## config.mk

```make
export PLATFORM = sky130hd
export DESIGN_NAME = sfe_out_queue
export DESIGN_NICKNAME = d
export VERILOG_FILES = /design/src/hw/rtl/sfe_pkg.sv /design/src/hw/rtl/sfe_out_queue.sv
export SDC_FILE = /design/constraint.sdc
export NUM_CORES = 1
export LEC_CHECK = 0
export BUFFER_PORTS_ARGS = -buffer_cell sky130_fd_sc_hd__clkbuf_2
export CAP_MARGIN = 10
export CORE_ASPECT_RATIO = 0.8
export CORE_UTILIZATION = 46
export DETAILED_ROUTE_END_ITERATION = 8
export GPL_TIMING_DRIVEN = 0
export PLACE_DENSITY = 0.77
export SETUP_SLACK_MARGIN = 0.2
export SYNTH_ARGS = -nofsm -noshare
export SYNTH_HDL_FRONTEND = slang
export SYNTH_SLANG_ARGS = --single-unit
```

## constraint.sdc

```tcl
create_clock -name clk -period 3.2 [get_ports clk]
set_clock_uncertainty 0.15 [all_clocks]
set_input_delay 0.16 -clock clk [delete_from_list [all_inputs] [get_ports clk]]
set_output_delay 0.16 -clock clk [all_outputs]
set_load 0.005 [all_outputs]
```

## src/hw/rtl/sfe_pkg.sv

```systemverilog
// sfe_pkg: shared widths, types, register indexes and saturation helper
// for the stereo feedback echo unit; used by every file in hw/rtl
`timescale 1ns / 1ps
`default_nettype none

package sfe_pkg;

  localparam int SAMPLE_W = 24;
  localparam int GAIN_W = 16;
  localparam int GAIN_FRAC = 15;
  localparam int DELAY_W = 17;
  localparam int CFG_W = 17;
  localparam int CFG_IDX_W = 2;

  // echo store depth, a power of two
  localparam int STORE_DEPTH = 131072;
  localparam int ADDR_W = $clog2(STORE_DEPTH);
  localparam int WIDE_W = (ADDR_W > DELAY_W) ? ADDR_W : DELAY_W;

  localparam int PROD_W = SAMPLE_W + GAIN_W;
  localparam int FB_W = PROD_W - GAIN_FRAC;
  localparam int SUM_W = FB_W + 1;

  // output queue
  localparam int FQ_DEPTH = 4;
  localparam int FQ_AW = $clog2(FQ_DEPTH);
  localparam int FQ_CNT_W = $clog2(FQ_DEPTH + 1);
  localparam int PEND_W = FQ_CNT_W + 1;

  localparam logic [CFG_IDX_W-1:0] REG_ECHO_ENABLE = 2'd0;
  localparam logic [CFG_IDX_W-1:0] REG_DELAY_SAMPLES = 2'd1;
  localparam logic [CFG_IDX_W-1:0] REG_FEEDBACK_GAIN = 2'd2;

  typedef logic signed [SAMPLE_W-1:0] sample_t;
  typedef logic signed [GAIN_W-1:0] gain_t;
  typedef logic [ADDR_W-1:0] addr_t;

  localparam sample_t SAMPLE_MAX = 24'sh7FFFFF;
  localparam sample_t SAMPLE_MIN = 24'sh800000;

  typedef struct packed {
    sample_t left;
    sample_t right;
  } frame_t;

  // per-cycle control shared by both lanes
  typedef struct packed {
    logic  take;
    addr_t rd_addr;
    logic  s1_en;
    logic  fwd_s2;
    logic  fwd_lw;
    logic  s1_zero;
    logic  wr_en;
    addr_t wr_addr;
  } lane_ctl_t;

  function automatic sample_t sat_sample(input logic signed [SUM_W-1:0] v);
    sample_t res;
    if (!v[SUM_W-1] && (|v[SUM_W-2:SAMPLE_W-1])) begin
      res = SAMPLE_MAX;
    end else if (v[SUM_W-1] && !(&v[SUM_W-2:SAMPLE_W-1])) begin
      res = SAMPLE_MIN;
    end else begin
      res = v[SAMPLE_W-1:0];
    end
    return res;
  endfunction

endpackage

`default_nettype wire

```

## src/hw/rtl/sfe_out_queue.sv

```systemverilog
// sfe_out_queue: merges the two lane results into one output beat and
// buffers beats while the receiver stalls; depends on sfe_pkg
`timescale 1ns / 1ps
`default_nettype none

module sfe_out_queue (
  input  wire logic                          clk,
  input  wire logic                          rst,
  input  wire logic                          push,
  input  wire sfe_pkg::sample_t              push_left,
  input  wire sfe_pkg::sample_t              push_right,
  input  wire logic                          out_stall,
  output logic                               out_valid,
  output sfe_pkg::sample_t                   left_out,
  output sfe_pkg::sample_t                   right_out,
  output logic [sfe_pkg::FQ_CNT_W-1:0]       count
);

  sfe_pkg::frame_t entries [sfe_pkg::FQ_DEPTH];
  logic [sfe_pkg::FQ_AW-1:0] wr_ptr;
  logic [sfe_pkg::FQ_AW-1:0] rd_ptr;
  logic pop;

  assign out_valid = (count != '0);
  assign pop = out_valid && !out_stall;
  assign left_out = entries[rd_ptr].left;
  assign right_out = entries[rd_ptr].right;

  always_ff @(posedge clk) begin
    if (push) begin
      entries[wr_ptr] <= '{left: push_left, right: push_right};
    end
  end

  always_ff @(posedge clk) begin
    if (rst) begin
      wr_ptr <= '0;
      rd_ptr <= '0;
      count <= '0;
    end else begin
      if (push) begin
        wr_ptr <= wr_ptr + 1'b1;
      end
      if (pop) begin
        rd_ptr <= rd_ptr + 1'b1;
      end
      if (push && !pop) begin
        count <= count + 1'b1;
      end else if (pop && !push) begin
        count <= count - 1'b1;
      end
    end
  end

endmodule

`default_nettype wire

```

-- Word-level counts from Yosys, hierarchy flattened
Memories as Yosys holds them, arrays and structs flattened. A register that Yosys moved wholly into a read port is not among the register bits.
Cells that the tools add are included.
Widths: inputs -> output; s select.
- add/subtract/negate cells: 4
- muxes and demuxes: 6
- reductions and logical operators: 8
- operators with widths (kind ; count):
    $mux 3 ; 2
    $add 2x1->2 const B ; 2
    $mux 2 ; 2
    $add 3x1->3 const B ; 1
    $logic_and 1x1->1 ; 3
    $logic_not 1->1 ; 3
    $reduce_bool 3->1 ; 1
    $sub 3x1->3 const B ; 1
    $mux 1 ; 2
    $reduce_bool 2->1 ; 1
- flip-flop bits (word level): 7
- memory bits (writable): 192
- bits of input ports: 52
- output and inout port bits: 52
- memories: 1
- memory list (memory ; depth ; width ; read ports ; clocked after memory_dff ; wr ports ; RTL line ; text):
    entries ; 4 ; 48 ; 1 ; 1 ; 1 ; sfe_out_queue.sv:19 ; sfe_pkg::frame_t entries [sfe_pkg::FQ_DEPTH];

-- Longest topological paths before layout
Gate-level depths: netlist (run 1).
- word-level depth: 5
- gate-level depth with buffers: 8
- gate-level depth less buffers: 8

-- Least setup slack after synthesis (run 1)
Ideal clock, no wire load.
- path type: register -> register
- start: register wr_ptr[0] (netlist bit)
- end: memory entries[2][0] (netlist bit), enable pin
- library setup time: 0.410 ns
- arrival: 1.690 ns
- required time: 2.640 ns
- path slack: 0.950 ns
- cell stages (with the launch flop): 4
- buffers on the path: 0
- period minus slack after synthesis: 2.250 ns
- cells stage by stage: dfxtp_1 > inv_1 > ha_1 > and2_1
- RTL lines (element ; RTL line ; text):
    start: declaration ; sfe_out_queue.sv:20 ; logic [sfe_pkg::FQ_AW-1:0] wr_ptr;
    start signal: assignment ; sfe_out_queue.sv:42 ; wr_ptr <= wr_ptr + 1'b1;
    end: declaration ; sfe_out_queue.sv:19 ;
Straight into the memory's write port.

-- Worst setup path in the final report (run 1)
- start: register count[0] (netlist bit)
- end: register count[2] (netlist bit)
- cells in the longest elaborated chain, start to end: 5
- elaborated cells between the ends (all ways): 10
- RTL lines (element ; RTL line ; text):
    start: declaration ; sfe_out_queue.sv:16 ; output logic [sfe_pkg::FQ_CNT_W-1:0] count
    start signal: assignment ; sfe_out_queue.sv:48 ; count <= count + 1'b1;
    start signal: assignment ; sfe_out_queue.sv:50 ; count <= count - 1'b1;
    parallel branches: the longest is 5 deep, another holds $sub 3x1->3 ; -- ;
Parallel ways; which one is timed is not known. The select of a mux whose other input is x is not followed.
A chain may end at the register's enable or synchronous reset.

==> flow_summary_export.csv, run 1 <==
group,metric,value,unit
timing,finalWorstSetupSlack,0.673,ns
synthesis,ys.flop_type,"edfxtp_1",
placement,place_ws,0.674,ns
cts,cts_setup_buffers,0,
floorplanning,core_area,15300,um^2
floorplanning,dieHeight,115,um
detailed_routing,via_per_inst,5.08,
cts,htreeDepth,1,
cts,cts_tree,"yes",
global_route,grt_max_degree,26,
final_layout,finalInstanceArea,9320,um^2
final_layout,insertedDiodeCount,0,
placement,place_congestion,0.705,
power_and_ir_drop,p_leak,3.22,nW
cts,cts_resized,0,
hold_path,hold_path_class,"input pin to flop",
synthesis,synth_area,7360,um^2
detailed_routing,route.vias.total,3538,
timing,hold_viol,0,
synthesis,ys.warnings.count,0,
cts,clockRootBuffer,"clkbuf_16",
placement,portBuffers,102,
global_route,grt_pass1_vias,3867,
flow_run,max_cap_viol_count,0,
detailed_routing,ant_nets,0,
synthesis,synthArstFlopShare,0,
critical_path,crit_fanout,6,
detailed_routing,wl_per_cell,18.3,um
synthesis,synth-seq-cells,201,
critical_path,cp-end-kind,"flop",
detailed_routing,routed_wl,12700,um
power_and_ir_drop,p_sw,1.44,mW
synthesis,synth_area_leaders,"edfxtp_1, mux4_2, dfxtp_1, ha_1, buf_6",
floorplanning,die_w,143,um
synthesis,yosysSeqAreaShare,0.808,
critical_path,slowest_delay,0.48,ns
final_layout,nets,534,
detailed_routing,drc,0,
power_and_ir_drop,p_seq_frac,0.487,
synthesis,syn_inst,296,
critical_path,crit_slowest_cell,"nor3_1",
timing,rsz0062_at_grt,"no",
power_and_ir_drop,max-vdd-ir-drop,0.647,mV
placement,dp_hpwl,7910,um
timing,period_needed,2.53,ns
critical_path,cp_data_arrival_time,2.78,ns
timing,setup_tns,0,ns
power_and_ir_drop,swShare,0.227,
synthesis,synth-edff-count,192,
timing,tightest_slew,0.712,ns
timing,slew-limit-headroom,0.525,
timing,timing.hold.ws,0.290,ns
power_and_ir_drop,intPower,4.90,mW
power_and_ir_drop,p_comb_frac,0.181,
cts,clk_path_buf_depth,3,
timing,setup_violations,0,
synthesis,ys_types,21,
synthesis,synth_top_cell_by_area,"edfxtp_1",
hold_path,worstHoldStart,"push_left[6]",
floorplanning,pin_count,104,
final_layout,n_fill_cell,1079,
critical_path,worstSetupPathType,"flop to flop",
critical_path,r2r_start,"count[0]",
final_layout,drive_gt1_frac,0.391,
critical_path,cp-start-kind,"flop",
cts,worstSkewPairLatency,0.48,ns
synthesis,yosys.area.top_type_share,0.784,
timing,fmax,396,MHz
power_and_ir_drop,power_frac_clock,0.332,
timing,slew_violations,0,
outcome,status,"finished clean",
cts,numCtsBuffers,20,
critical_path,path_cells,"nor3_1, or2_2, ha_1, inv_1, fa_1, xor2_1, or3_1, a21oi_1",
global_route,grt_pass1_wl,19800,um
detailed_routing,firstDrtPassIters,4,
cts,clk_pin_slew,0.06,ns
synthesis,synth_area_per_cell,24.9,um^2
floorplanning,dieArea,16500,um^2
timing,min_period_over_period,0.790,
final_layout,syn_to_final_growth,26.7,%
cts,clock-sinks,201,
global_route,track_usage,0.162,
floorplanning,initial_core_util,0.480,
global_route,antenna_found_initial,0,
detailed_routing,first_iter_violations,130,
critical_path,startpoint,"count[0]",
floorplanning,num_rows,40,
synthesis,mappedNetlistNets,354,
power_and_ir_drop,p_per_area,680,nW/um^2
critical_path,cp.required,3.45,ns
global_route,overflow,0,
cts,cts-hold-fix-buffers,52,
placement,placed_area,8220,um^2
## logic make-up after synthesis
kind of cell	Yosys count	share of synthesized area
flip-flops	201	0.808
XOR/XNOR	3	0.00357
adder cells (fa/ha/maj)	6	0.0112
multiplexers	50	0.150
buffers and inverters	15	0.0122
AO/OA/AOI/OAI	7	0.00476
AND/OR/NAND/NOR	14	0.0104
## synthesized netlist by cell type, drive strengths merged (2+ instances only)
master / count
xor2: 2
edfxtp: 192
ha: 5
dfxtp: 9
o21ai: 3
mux2i: 2
mux4: 48
a21oi: 4
buf: 8
clkbuf: 3
and2: 4
nor2: 4
or3: 3
inv: 4
## flip-flops by register name (all words and copies together), names as in the netlist, named ones only
signal,cells
wr_ptr,2
count,3
entries,192
rd_ptr,2
## cells in the final DEF (no fill, tap or decap), drive strengths merged
| cell type | instances |
|---|---|
| fa | 1 |
| xnor2 | 1 |
| dfxtp | 9 |
| dlygate4sd3 | 52 |
| nand2b | 1 |
| clkbuf | 135 |
| or3 | 3 |
| inv | 4 |
| ha | 5 |
| nor3 | 1 |
| mux4 | 48 |
| edfxtp | 192 |
| a21oi | 4 |
| and2 | 4 |
| o21ai | 3 |
| nor2 | 4 |
| or2 | 1 |
| buf | 12 |
| mux2i | 2 |
| xor2 | 2 |
| clkinv | 2 |
## routing by layer
metal  vias up  track usage  routed length (um)  part of all wire
met5         -            0                   0                 0
met4         0       0.0482                 320             0.025
met3        21       0.0400                 779             0.061
met2       112        0.279                6200              0.49
met1      1791        0.205                5410              0.43
li1       1614            -                   -                 -
## power by group through the flow
stage | sequential, mW | combinational (mW) | clock, mW
6_report | 3.09 | 1.15 | 2.10
2_1_floorplan | 3.14 | 0.696 | 0
3_3_place_gp | 3.14 | 1.08 | 0
5_1_grt | 3.11 | 1.26 | 2.25
3_5_place_dp | 3.15 | 1.12 | 0
4_1_cts | 3.09 | 1.17 | 2.16
## worst paths after layout
check	slack, ns	cells past startpoint	to
min reg2reg	0.36	2	rd_ptr[1]
min	0.29	2	entries[0][30]
max	0.67	8	count[2]
max reg2reg	0.67	8	count[2]
## worst max-delay path: cells and delay by family, from the launching register on
kind                     cells  cell delay (ns)
adder cells (fa/ha/maj)      2             0.56
AND/OR/NAND/NOR              3             0.99
AO/OA/AOI/OAI                1             0.15
XOR/XNOR                     1             0.18
flip-flops                   1             0.35
buffers and inverters        1             0.07
## final cells by class
| type | count | area, um^2 | share of cell area |
|---|---|---|---|
| Sequential cell | 201 | 5950 | 0.638 |
| Multi-Input combinational cell | 80 | 1330 | 0.142 |
| Timing Repair Buffer | 158 | 1110 | 0.119 |
| Clock buffer | 30 | 579 | 0.0621 |
| Tap cell | 210 | 263 | 0.0282 |
| Buffer | 11 | 75.1 | 0.00805 |
| Inverter | 4 | 15.0 | 0.00161 |
| Clock inverter | 2 | 7.51 | 0.000805 |
## metrics by stage
step / power (mW) / std cells / utilization
floorplan: 3.83 / 296 / -
global placement: 4.22 / 608 / 0.531
finish: 6.34 / 696 / 0.609
detailed placement: 4.27 / 612 / 0.536
global route: 6.61 / 696 / 0.609
CTS: 6.42 / 696 / 0.609
No activity file was read; power rests on OpenSTA's default activity.
==> inputs of run 2 (changes only) <==
==> constraint.sdc (replaced) <==
create_clock -name clk -period 2.65 [get_ports clk]
set_clock_uncertainty 0.15 [all_clocks]
set_input_delay 0.1325 -clock clk [delete_from_list [all_inputs] [get_ports clk]]
set_output_delay 0.1325 -clock clk [all_outputs]
set_load 0.005 [all_outputs]
==> flow_summary_export.csv, run 2 (synthesized netlist as in run 1, its figures left out) <==
group,metric,value,unit
detailed_routing,routed_wl,12700,um
timing,setup_violations,0,
timing,period_needed,2.30,ns
placement,portBuffers,102,
hold_path,worstHoldStart,"push_left[6]",
floorplanning,initial_core_util,0.480,
timing,fmax,435,MHz
floorplanning,die_w,143,um
global_route,track_usage,0.162,
detailed_routing,drc,0,
final_layout,syn_to_final_growth,26.9,%
outcome,status,"finished clean",
final_layout,final_common_cell,"edfxtp_1",
final_layout,drive_gt1_frac,0.393,
floorplanning,core_area,15300,um^2
cts,clk_pin_slew,0.06,ns
final_layout,regMostFlops,"entries",
cts,clock-sinks,201,
power_and_ir_drop,max-vdd-ir-drop,0.732,mV
final_layout,instances_no_fill,696,
timing,rsz0062_at_grt,"no",
critical_path,crit_fanout,6,
global_route,grt_max_degree,26,
timing,slew-limit-headroom,0.524,
cts,cts_tree,"yes",
global_route,grt_pass1_wl,19800,um
detailed_routing,via_per_inst,5.09,
final_layout,largest_reg_flops,192,
cts,htreeDepth,1,
detailed_routing,first_iter_violations,150,
timing,tightest_slew,0.713,ns
critical_path,regToRegEndpoint,"count[2]",
cts,clockRootBuffer,"clkbuf_16",
global_route,overflow,0,
critical_path,cp.required,2.90,ns
critical_path,cp-start-kind,"flop",
detailed_routing,firstDrtPassIters,4,
power_and_ir_drop,p_per_area,823,nW/um^2
hold_path,hold_path_class,"input pin to flop",
flow_run,max_cap_viol_count,0,
detailed_routing,ant_nets,0,
power_and_ir_drop,p_leak,3.23,nW
global_route,antenna_found_initial,0,
floorplanning,dieHeight,115,um
detailed_routing,route.vias.total,3540,
critical_path,cp_data_arrival_time,2.55,ns
critical_path,cp-end-kind,"flop",
critical_path,r2r_start,"count[2]",
timing,hold_viol,0,
final_layout,largestRegisters,"entries (192), count (3)",
detailed_routing,wl_per_cell,18.3,um
cts,numCtsBuffers,20,
final_layout,insertedDiodeCount,0,
placement,placed_cells,612,
critical_path,worstSetupPathType,"flop to flop",
global_route,grt_pass1_vias,3882,
critical_path,r2r_cells,8,
final_layout,mostFrequentLayoutCells,"edfxtp_1, clkbuf_2, dlygate4sd3_1",
timing,slew_violations,0,
timing,setup_tns,0,ns
final_layout,nets,534,
floorplanning,dieArea,16500,um^2
floorplanning,pin_count,104,
cts,clk_path_buf_depth,3,
hold_path,min_path_cells,2,
cts,worstSkewPairLatency,0.47,ns
timing,min_period_over_period,0.868,
floorplanning,num_rows,40,
critical_path,rrSetupSlack,0.35,ns
placement,dp_hpwl,7910,um
cts,cts_setup_buffers,0,
placement,place_congestion,0.705,
hold_path,min_to,"entries[0][30]",
run 2: worst max path at each step:
stage | cells after the start | end | slack [ns] | start
final | 8 | count[2] | 0.35 | count[2]
after CTS | 8 | count[2] | 0.29 | count[0]
after detailed placement | 8 | count[2] | 0.12 | count[0]
after global routing | 8 | count[2] | 0.18 | count[1]
after global placement | 3 | entries[2][26] | -0.41 | wr_ptr[0]
after floorplan | 3 | entries[2][0] | 0.40 | wr_ptr[0]
run 2: per-layer routing:
layer	GRT usage	up-vias	part of all wire
li1	-	1615	-
met5	0	-	0
met1	0.206	1794	0.43
met4	0.0504	0	0.025
met2	0.275	110	0.49
met3	0.0421	21	0.061
run 2: where the power goes:
| group | internal (mW) | switching [mW] |
|---|---|---|
| registers | 3.67 | 0.0777 |
| clock network | 1.49 | 1.05 |
| logic | 0.766 | 0.632 |
run 2: through the flow:
stage / util / setup slack (ns) / area, um^2 / power, mW / hold slack, ns
finish: 0.609 / 0.350 / 9330 / 7.68 / 0.262
global route: 0.609 / 0.184 / 9330 / 8.01 / 0.250
CTS: 0.609 / 0.293 / 9330 / 7.76 / 0.241
detailed placement: 0.536 / 0.124 / 8220 / 5.15 / 0.204
global placement: 0.531 / -0.407 / 8130 / 5.10 / 0.194
floorplan: - / 0.400 / 7360 / 4.63 / 0.0814
run 2: cell type report:
class,count,area [um^2]
Timing Repair Buffer,158,1110
Clock buffer,30,579
Multi-Input combinational cell,80,1340
Clock inverter,2,7.51
Fill cell,1072,5980
Buffer,11,75.1
Tap cell,210,263
Inverter,4,15.0
Sequential cell,201,5950
run 2: timing repair:
item / 4_1_cts / 5_1_grt
hold endpoints to repair: 201 / 0
pin swaps: 0 / 1
endpoints found under the setup margin: 1 / 1
hold buffers: 52 / 0
gates resized for setup: 1 / 1
run 2: worst max-delay path: stages (launching register included):
cell and delay [ns]:
dfxtp_1 0.37, nor3_4 0.29, or2_2 0.16, ha_1 0.18
inv_1 0.07, fa_1 0.38, xor2_1 0.18, or3_1 0.30
a21oi_1 0.15
